`src/sv/ahcfd_pkg.sv`:
```
// ============================================================================
// ahcfd_pkg - shared types and constants of the ASCII hex frame decoder
// Character codes, field positions, the hex nibble decoder and the message
// record that travels from the decode core to the output register.
// ============================================================================
package ahcfd_pkg;

    localparam logic [7:0] CHR_STX    = 8'h02;
    localparam logic [7:0] CHR_ETX    = 8'h03;
    localparam int unsigned DATA_START = 11;
    localparam int unsigned MAX_DLC    = 8;
    localparam int unsigned FRAME_OVERHEAD = 16;

    typedef struct packed {
        logic        extended_id;
        logic [31:0] message_id;
        logic [3:0]  data_length;
        logic [63:0] payload;
        logic [15:0] frame_crc;
    } t_message;

    // Characters that are not hex digits decode as zero.
    function automatic logic [3:0] nibble_of(input logic [7:0] c);
        logic [7:0] d;
        begin
            d = 8'h00;
            if (c inside {[8'h30:8'h39]}) begin
                d = c - 8'h30;
            end else if (c inside {[8'h61:8'h66]}) begin
                d = c - 8'h61 + 8'd10;
            end else if (c inside {[8'h41:8'h46]}) begin
                d = c - 8'h41 + 8'd10;
            end
            return d[3:0];
        end
    endfunction

endpackage

```
`src/sv/ahcfd_if.sv`:
```
// ============================================================================
// ahcfd_in_if / ahcfd_out_if - request channels of the frame decoder
// Valid/ready channels: one carries received bytes, the other messages.
// ============================================================================
interface ahcfd_in_if;
    logic       valid;
    logic       ready;
    logic [7:0] rx_byte;
    logic       read_error;

    modport source (output valid, output rx_byte, output read_error, input ready);
    modport sink   (input valid, input rx_byte, input read_error, output ready);
endinterface

interface ahcfd_out_if;
    logic        valid;
    logic        ready;
    logic        extended_id;
    logic [31:0] message_id;
    logic [3:0]  data_length;
    logic [63:0] payload;
    logic [15:0] frame_crc;

    modport source (output valid, output extended_id, output message_id,
                    output data_length, output payload, output frame_crc,
                    input ready);
    modport sink   (input valid, input extended_id, input message_id,
                    input data_length, input payload, input frame_crc,
                    output ready);
endinterface

```
`src/sv/ahcfd_core.sv`:
```
// ============================================================================
// ahcfd_core - frame state and field accumulators
// Advances the frame collection by one byte per step and flags a complete,
// well-formed message.
// ============================================================================
module ahcfd_core #(
    parameter int unsigned FRAME_BUFFER_BYTES = 64
) (
    input  logic                  i_clk,
    input  logic                  i_rst_n,
    input  logic                  i_step,
    input  logic [7:0]            i_byte,
    input  logic                  i_err,
    output logic                  o_msg_valid,
    output ahcfd_pkg::t_message   o_msg
);
    import ahcfd_pkg::*;

    localparam int unsigned PW = $clog2(FRAME_BUFFER_BYTES + 1);

    logic          r_in_frame, n_in_frame;
    logic [PW-1:0] r_pos,      n_pos;
    logic [7:0]    r_flag,     n_flag;
    logic [31:0]   r_id,       n_id;
    logic [63:0]   r_payload,  n_payload;
    logic [15:0]   r_crc,      n_crc;

    logic [3:0]    nib;
    logic [3:0]    dlc_cur;
    logic [3:0]    dlc_new;
    logic [PW-1:0] pos_next;
    logic [PW-1:0] data_end;
    logic [PW-1:0] data_off;

    always_comb begin
        nib      = nibble_of(i_byte);
        dlc_cur  = r_flag[3:0];
        data_end = PW'(DATA_START) + PW'({dlc_cur, 1'b0});
        data_off = r_pos - PW'(DATA_START);
        pos_next = r_pos + PW'(1);

        n_in_frame  = r_in_frame;
        n_pos       = r_pos;
        n_flag      = r_flag;
        n_id        = r_id;
        n_payload   = r_payload;
        n_crc       = r_crc;
        dlc_new     = r_flag[3:0];
        o_msg_valid = 1'b0;
        o_msg       = '0;

        if (i_err) begin
            n_in_frame = 1'b1;
            n_pos      = PW'(1);
            n_flag     = '0;
            n_id       = '0;
            n_payload  = '0;
            n_crc      = '0;
        end else if (!r_in_frame) begin
            if (i_byte == CHR_STX) begin
                n_in_frame = 1'b1;
                n_pos      = PW'(1);
                n_flag     = '0;
                n_id       = '0;
                n_payload  = '0;
                n_crc      = '0;
            end
        end else begin
            // Decode the character at its position in the frame.
            if (r_pos >= PW'(1) && r_pos <= PW'(2)) begin
                n_flag = {r_flag[3:0], nib};
            end else if (r_pos >= PW'(3) && r_pos <= PW'(10)) begin
                n_id = {r_id[27:0], nib};
            end else if (r_pos >= PW'(DATA_START) && r_pos < data_end) begin
                // Only the first eight data bytes have room; the high
                // nibble of each byte comes first.
                if (data_off < PW'(2 * MAX_DLC)) begin
                    n_payload[{data_off[3:0] ^ 4'd1, 2'b00} +: 4] =
                        r_payload[{data_off[3:0] ^ 4'd1, 2'b00} +: 4] | nib;
                end
            end else if (r_pos >= data_end && r_pos < data_end + PW'(4)) begin
                n_crc = {r_crc[11:0], nib};
            end
            n_pos   = pos_next;
            dlc_new = n_flag[3:0];

            if (pos_next >= PW'(FRAME_BUFFER_BYTES) || i_byte == CHR_STX) begin
                n_in_frame = 1'b1;
                n_pos      = PW'(1);
                n_flag     = '0;
                n_id       = '0;
                n_payload  = '0;
                n_crc      = '0;
            end else if (i_byte == CHR_ETX) begin
                if (dlc_new > 4'(MAX_DLC) ||
                    pos_next != PW'(FRAME_OVERHEAD) + PW'({dlc_new, 1'b0})) begin
                    n_in_frame = 1'b1;
                    n_pos      = PW'(1);
                end else begin
                    o_msg_valid       = 1'b1;
                    o_msg.extended_id = n_flag[4];
                    o_msg.message_id  = n_id;
                    o_msg.data_length = dlc_new;
                    o_msg.payload     = n_payload;
                    o_msg.frame_crc   = n_crc;
                    n_in_frame        = 1'b0;
                    n_pos             = '0;
                end
                n_flag    = '0;
                n_id      = '0;
                n_payload = '0;
                n_crc     = '0;
            end
        end
    end

    always_ff @(posedge i_clk) begin
        if (!i_rst_n) begin
            r_in_frame <= 1'b0;
            r_pos      <= '0;
            r_flag     <= '0;
            r_id       <= '0;
            r_payload  <= '0;
            r_crc      <= '0;
        end else if (i_step) begin
            r_in_frame <= n_in_frame;
            r_pos      <= n_pos;
            r_flag     <= n_flag;
            r_id       <= n_id;
            r_payload  <= n_payload;
            r_crc      <= n_crc;
        end
    end

endmodule

```
`src/sv/ascii_hex_can_frame_decoder.sv`:
```
// A byte accepted into the input register is decoded when the core steps; a
// message completed by an ETX byte is registered in the output register by
// that same step. Throughput: one byte per cycle while the output is not
// stalled, set by the single decode step between the input register and the
// output register. Synchronous active-low reset returns to waiting for STX,
// clears all accumulators and empties both registers.
// ============================================================================
// ascii_hex_can_frame_decoder - STX/ETX framed ASCII hex CAN message decoder
// Collects flag, identifier, data and CRC fields from a serial byte stream
// and emits one message per well-formed frame.
// ============================================================================
module ascii_hex_can_frame_decoder #(
    parameter int unsigned FRAME_BUFFER_BYTES = 64
) (
    input  logic          i_clk,
    input  logic          i_rst_n,
    ahcfd_in_if.sink      i_in,
    ahcfd_out_if.source   o_out
);
    import ahcfd_pkg::*;

    // Input register. It holds one received byte (or read error) until the
    // decode core can take it. The core steps only when the output register
    // is empty or is being emptied in the same cycle, so a message produced
    // by the step always has somewhere to go.
    logic       r_in_valid;
    logic [7:0] r_in_byte;
    logic       r_in_err;

    // Output register. A completed message waits here for its request to be
    // taken. While it waits, the input register can take one more byte, and
    // after that the input request stalls until the message is taken.
    logic       r_out_valid;
    t_message   r_out_msg;

    logic       out_free;
    logic       step;
    logic       msg_valid;
    t_message   msg;

    assign out_free   = !r_out_valid || o_out.ready;
    assign step       = r_in_valid && out_free;
    assign i_in.ready = !r_in_valid || step;

    always_ff @(posedge i_clk) begin
        if (!i_rst_n) begin
            r_in_valid <= 1'b0;
        end else if (i_in.valid && i_in.ready) begin
            r_in_valid <= 1'b1;
        end else if (step) begin
            r_in_valid <= 1'b0;
        end
    end

    always_ff @(posedge i_clk) begin
        if (i_in.valid && i_in.ready) begin
            r_in_byte <= i_in.rx_byte;
            r_in_err  <= i_in.read_error;
        end
    end

    // The core owns the frame state: the position counter and the flag,
    // identifier, payload and CRC accumulators.
    ahcfd_core #(
        .FRAME_BUFFER_BYTES (FRAME_BUFFER_BYTES)
    ) u_core (
        .i_clk       (i_clk),
        .i_rst_n     (i_rst_n),
        .i_step      (step),
        .i_byte      (r_in_byte),
        .i_err       (r_in_err),
        .o_msg_valid (msg_valid),
        .o_msg       (msg)
    );

    always_ff @(posedge i_clk) begin
        if (!i_rst_n) begin
            r_out_valid <= 1'b0;
        end else if (out_free) begin
            r_out_valid <= step && msg_valid;
        end
    end

    always_ff @(posedge i_clk) begin
        if (step && msg_valid && out_free) begin
            r_out_msg <= msg;
        end
    end

    assign o_out.valid       = r_out_valid;
    assign o_out.extended_id = r_out_msg.extended_id;
    assign o_out.message_id  = r_out_msg.message_id;
    assign o_out.data_length = r_out_msg.data_length;
    assign o_out.payload     = r_out_msg.payload;
    assign o_out.frame_crc   = r_out_msg.frame_crc;

endmodule
```
`src/flat_wrapper.sv`:
```
// flat-port wrapper written by rule: the top's interface ports become plain ports
module ascii_hex_can_frame_decoder_flat import ahcfd_pkg::*;
#(
    parameter int unsigned FRAME_BUFFER_BYTES = 64
)
  (i_clk, i_rst_n, i_in_valid, i_in_rx_byte, i_in_read_error, i_in_ready, o_out_valid, o_out_extended_id, o_out_message_id, o_out_data_length, o_out_payload, o_out_frame_crc, o_out_ready);
  ahcfd_in_if i_in_i ();
  ahcfd_out_if o_out_i ();
  input  logic i_clk;
  input  logic i_rst_n;
  input wire logic [$bits(i_in_i.valid)-1:0] i_in_valid;
  input wire logic [$bits(i_in_i.rx_byte)-1:0] i_in_rx_byte;
  input wire logic [$bits(i_in_i.read_error)-1:0] i_in_read_error;
  output wire logic [$bits(i_in_i.ready)-1:0] i_in_ready;
  output wire logic [$bits(o_out_i.valid)-1:0] o_out_valid;
  output wire logic [$bits(o_out_i.extended_id)-1:0] o_out_extended_id;
  output wire logic [$bits(o_out_i.message_id)-1:0] o_out_message_id;
  output wire logic [$bits(o_out_i.data_length)-1:0] o_out_data_length;
  output wire logic [$bits(o_out_i.payload)-1:0] o_out_payload;
  output wire logic [$bits(o_out_i.frame_crc)-1:0] o_out_frame_crc;
  input wire logic [$bits(o_out_i.ready)-1:0] o_out_ready;
  assign i_in_i.valid = i_in_valid;
  assign i_in_i.rx_byte = i_in_rx_byte;
  assign i_in_i.read_error = i_in_read_error;
  assign i_in_ready = i_in_i.ready;
  assign o_out_valid = o_out_i.valid;
  assign o_out_extended_id = o_out_i.extended_id;
  assign o_out_message_id = o_out_i.message_id;
  assign o_out_data_length = o_out_i.data_length;
  assign o_out_payload = o_out_i.payload;
  assign o_out_frame_crc = o_out_i.frame_crc;
  assign o_out_i.ready = o_out_ready;
  ascii_hex_can_frame_decoder #(.FRAME_BUFFER_BYTES(FRAME_BUFFER_BYTES)) u_core (.i_clk(i_clk), .i_rst_n(i_rst_n), .i_in(i_in_i), .o_out(o_out_i));
endmodule
```
`config.mk`:
```
export PLATFORM = sky130hd
export DESIGN_NAME = ascii_hex_can_frame_decoder_flat
export DESIGN_NICKNAME = d
export VERILOG_FILES = /design/src/sv/ahcfd_pkg.sv /design/src/sv/ahcfd_if.sv /design/src/sv/ahcfd_core.sv /design/src/sv/ascii_hex_can_frame_decoder.sv /design/src/flat_wrapper.sv
export SDC_FILE = /design/constraint.sdc
export NUM_CORES = 1
export LEC_CHECK = 0
export BUFFER_PORTS_ARGS = -buffer_cell sky130_fd_sc_hd__buf_2
export CAP_MARGIN = 15
export CORE_ASPECT_RATIO = 1.5
export CORE_MARGIN = 4
export CORE_UTILIZATION = 45
export DETAILED_ROUTE_END_ITERATION = 8
export GPL_ROUTABILITY_DRIVEN = 0
export GPL_TIMING_DRIVEN = 0
export PLACE_DENSITY = 0.68
export REMOVE_ABC_BUFFERS = 1
export SYNTH_ARGS = -nofsm -noshare
export SYNTH_HDL_FRONTEND = slang
export SYNTH_SLANG_ARGS = --single-unit
```
`constraint.sdc`:
```
create_clock -name i_clk -period 10.9 [get_ports i_clk]
set_clock_uncertainty 0.2 [all_clocks]
set_input_delay 1.09 -clock i_clk [delete_from_list [all_inputs] [get_ports i_clk]]
set_output_delay 1.09 -clock i_clk [all_outputs]
set_load 0.02 [all_outputs]
```
==> impl_metrics.yaml <==
status:
  status: "finished, final reports clean"
floorplan:
  placement_rows: 73
  start_util_pct: 45.6
  core-area_sq_mm: 0.0264
  ios: 132
  die-height_um: 208
  die_area_sq_mm: 0.0295
  die_w_um: 142
synthesis:
  syn_area_sq_mm: 0.0120
  synth_ff_type: "dfxtp_1"
  yosysWarnings: 0
  avgSynthCellArea_sq_um: 10.2
  ys_ff_latch: 253
  synthArstFlopShare_pct: 0
  synth.yosys.seq_area_share_pct: 52.6
  synth_cells: 1174
  yosysUniqueCellTypes: 68
  synth_edf_count: 126
timing:
  finalHoldViolCount: 0
  worst_pin_slew_ns: 1.17
  final_max_slew_viol_count: 0
  grt_setup_unrepaired: "false"
  max_slew_margin_pct: 22.1
  fmax_mhz: 187
  setup_viol: 0
  fin_crit_ns: 5.35
  fin_crit_sh_pct: 49.0
pwr:
  peakVddDrop_uv: 86.5
  finalPower_mw: 1.89
  powerDensity_mw_per_mm2: 136
  p_leak_nw: 5.01
placement:
  io_buffer_count: 131
  dp_hpwl_mm: 20.4
layout:
  fin_util_pct: 52.5
  drive_above_1_share_pct: 18.9
  fillers: 2363
  area_growth_pct: 15.1
  final_common_cell: "nor2_1"
  nets: 1298
  n_antenna_cell: 0
  final_cell_mix: "198 x nor2_1, 131 x buf_2, 126 x edfxtp_1, 126 x dfxtp_1, 108 x a21oi_1"
worst_setup_path:
  path_cells: "inv_1, ha_1, nand2b_1, nand4_1, nand2_1, a2111o_1, nor2_1, nand4_1, buf_8, nor2_4, buf_12, buf_12"
  worstPathRequired_ns: 10.91
  critical_path_class: "register to register"
  start_kind: "register"
  cpMaxStageDelayCell: "dfxtp_2"
  arrival_ns: 5.35
  crit_fanout: 36
  cpPeakStageDelay_ns: 0.93
  cp-end-kind: "register"
drt:
  wl_met2_mm: 15.5
  viasPerCell: 5.76
  wl_met3_mm: 1.33
  num_vias: 9307
  drc: 0
  wl_mm: 29.6
  top_layer: "met4"
  wire_per_inst_um: 18.3
  dr.pass1.iters: 5
  drt_iter0_markers: 675
  drtAntennaViolNets: 0
  wl_met1_mm: 11.6
clock_tree:
  cts_hold_buf: 0
  clk_pin_slew_worst_paths_ns: 0.07
  clock_latency_ns: 0.53
  post_cts_buffers: 0
  clock_sinks: 253
  ctsRootBufferMaster: "clkbuf_16"
  cts_resized: 0
  cts_inserted_buffers: 23
  clockBufferDepth: 3
  cts_tree: "yes"
  htree_levels: 1
global_routing:
  grt_pass1_vias: 9067
  grt_pass1_wl_mm: 47.6
  grt_antenna_before_repair: 0
  grt_overflow: 0
  grt_max_degree: 63
  grt_usage_pct: 19.7
min_path:
  hold_class: "register to register"
run:
  drv_cap: 0
[Yosys cell counts (all sizes together) (4+ instances only)]
library cell / n / area share (%)
a21o: 5 / 0.31
a21oi: 108 / 4.5
a22o: 8 / 0.59
a22oi: 47 / 2.9
a32o: 29 / 2.4
and2: 5 / 0.26
and3: 8 / 0.42
buf: 48 / 2.3
clkbuf: 40 / 1.3
dfxtp: 127 / 21
edfxtp: 126 / 31
ha: 23 / 2.4
inv: 16 / 0.50
mux2i: 32 / 2.7
mux4: 20 / 3.7
nand2: 106 / 3.3
nand2b: 7 / 0.36
nand3: 13 / 0.54
nand4: 8 / 0.42
nor2: 204 / 6.4
nor2b: 8 / 0.42
nor3: 52 / 2.3
nor4: 11 / 0.68
o2111ai: 4 / 0.45
o21a: 9 / 0.56
o21ai: 25 / 1.0
o21bai: 4 / 0.25
o2bb2ai: 21 / 1.6
or3: 6 / 0.31
or4: 4 / 0.25
xnor2: 10 / 0.85
xor2: 6 / 0.44
[worst max-delay path, delay by kind of cell (launching register included)]
family                   cells  cell delay (ns)
adder cells (fa/ha/maj)      1             0.39
buffers and inverters        4             1.15
AO/OA/AOI/OAI                1             0.39
AND/OR/NAND/NOR              6             1.91
flip-flops                   1             0.93
[per-stage QoR]
stage	hold slack, ns	TNS [ns]	worst slack, ns	cell area, sq um	cells
floorplan	0.242	-118.17	-1.01	11600	1086
CTS	0.280	0	5.52	13800	1614
global placement	0.264	-647.88	-5.55	12700	1554
global route	0.295	0	5.15	13800	1615
finish	0.286	0	5.55	13800	1615
detailed placement	0.272	0	5.58	13100	1573
[worst paths after layout]
kind / startpoint / endpoint / slack [ns] / cells past startpoint
setup / recovery: u_core.u_core.r_pos[0] / u_core.o_out.message_id[23] / 5.55 / 12
hold / removal: u_core.u_core.r_payload[10] / u_core.u_core.r_payload[10] / 0.29 / 2
setup reg to reg: u_core.u_core.r_pos[0] / u_core.o_out.message_id[23] / 5.55 / 12
hold reg to reg: u_core.u_core.r_payload[10] / u_core.u_core.r_payload[10] / 0.29 / 2
[sequential cells by signal, indices dropped and copies added, names as in the netlist]
register	cells
u_core.r_in_valid	1
u_core.o_out.payload	64
u_core.r_in_err	1
u_core.o_out.valid	1
u_core.r_in_byte	8
u_core.u_core.r_crc	16
u_core.o_out.extended_id	1
u_core.u_core.r_payload	64
u_core.o_out.data_length	4
u_core.u_core.r_flag	5
u_core.u_core.r_in_frame	1
u_core.u_core.r_pos	7
u_core.o_out.message_id	32
u_core.u_core.r_id	32
u_core.o_out.frame_crc	16
[final cells by class]
| type | count | area [sq um] | share of cell area (%) |
|---|---|---|---|
| Timing Repair Buffer | 151 | 1040 | 7.50 |
| Clock inverter | 12 | 148 | 1.07 |
| Tap cell | 337 | 422 | 3.04 |
| Clock buffer | 29 | 598 | 4.32 |
| Sequential cell | 253 | 6330 | 45.7 |
| Inverter | 16 | 60.1 | 0.434 |
| Multi-Input combinational cell | 817 | 5260 | 37.9 |
[where the power goes]
group | internal, mW | leakage (nW) | total [mW] | switching (mW)
Combinational | 0.0204 | 2.17 | 0.0698 | 0.0494
Sequential | 0.993 | 2.47 | 1.00 | 0.00686
Clock | 0.464 | 0.362 | 0.821 | 0.357
Total | 1.48 | 5.01 | 1.89 | 0.413
[metal layers]
metal  up-vias  track usage (%)
li1       4488                -
met1      4494             23.3
met2       245             35.7
met3        80             2.35
met4         0             8.68
met5         -                0
[logic make-up (layout without fill, tap and decap cells)]
| kind of cell | after synthesis | count (layout) | share of synthesized area [%] |
|---|---|---|---|
| AOI/OAI and AO/OA | 281 | 281 | 16.5 |
| and+or+nand+nor | 442 | 442 | 16.4 |
| xor gates and xnor gates | 17 | 17 | 1.48 |
| adders and majority gates | 23 | 23 | 2.39 |
| DFF | 253 | 253 | 52.6 |
| muxes | 54 | 54 | 6.59 |
| buffers and inverters | 104 | 208 | 4.02 |
No activity file was read; power rests on OpenSTA's default activity.
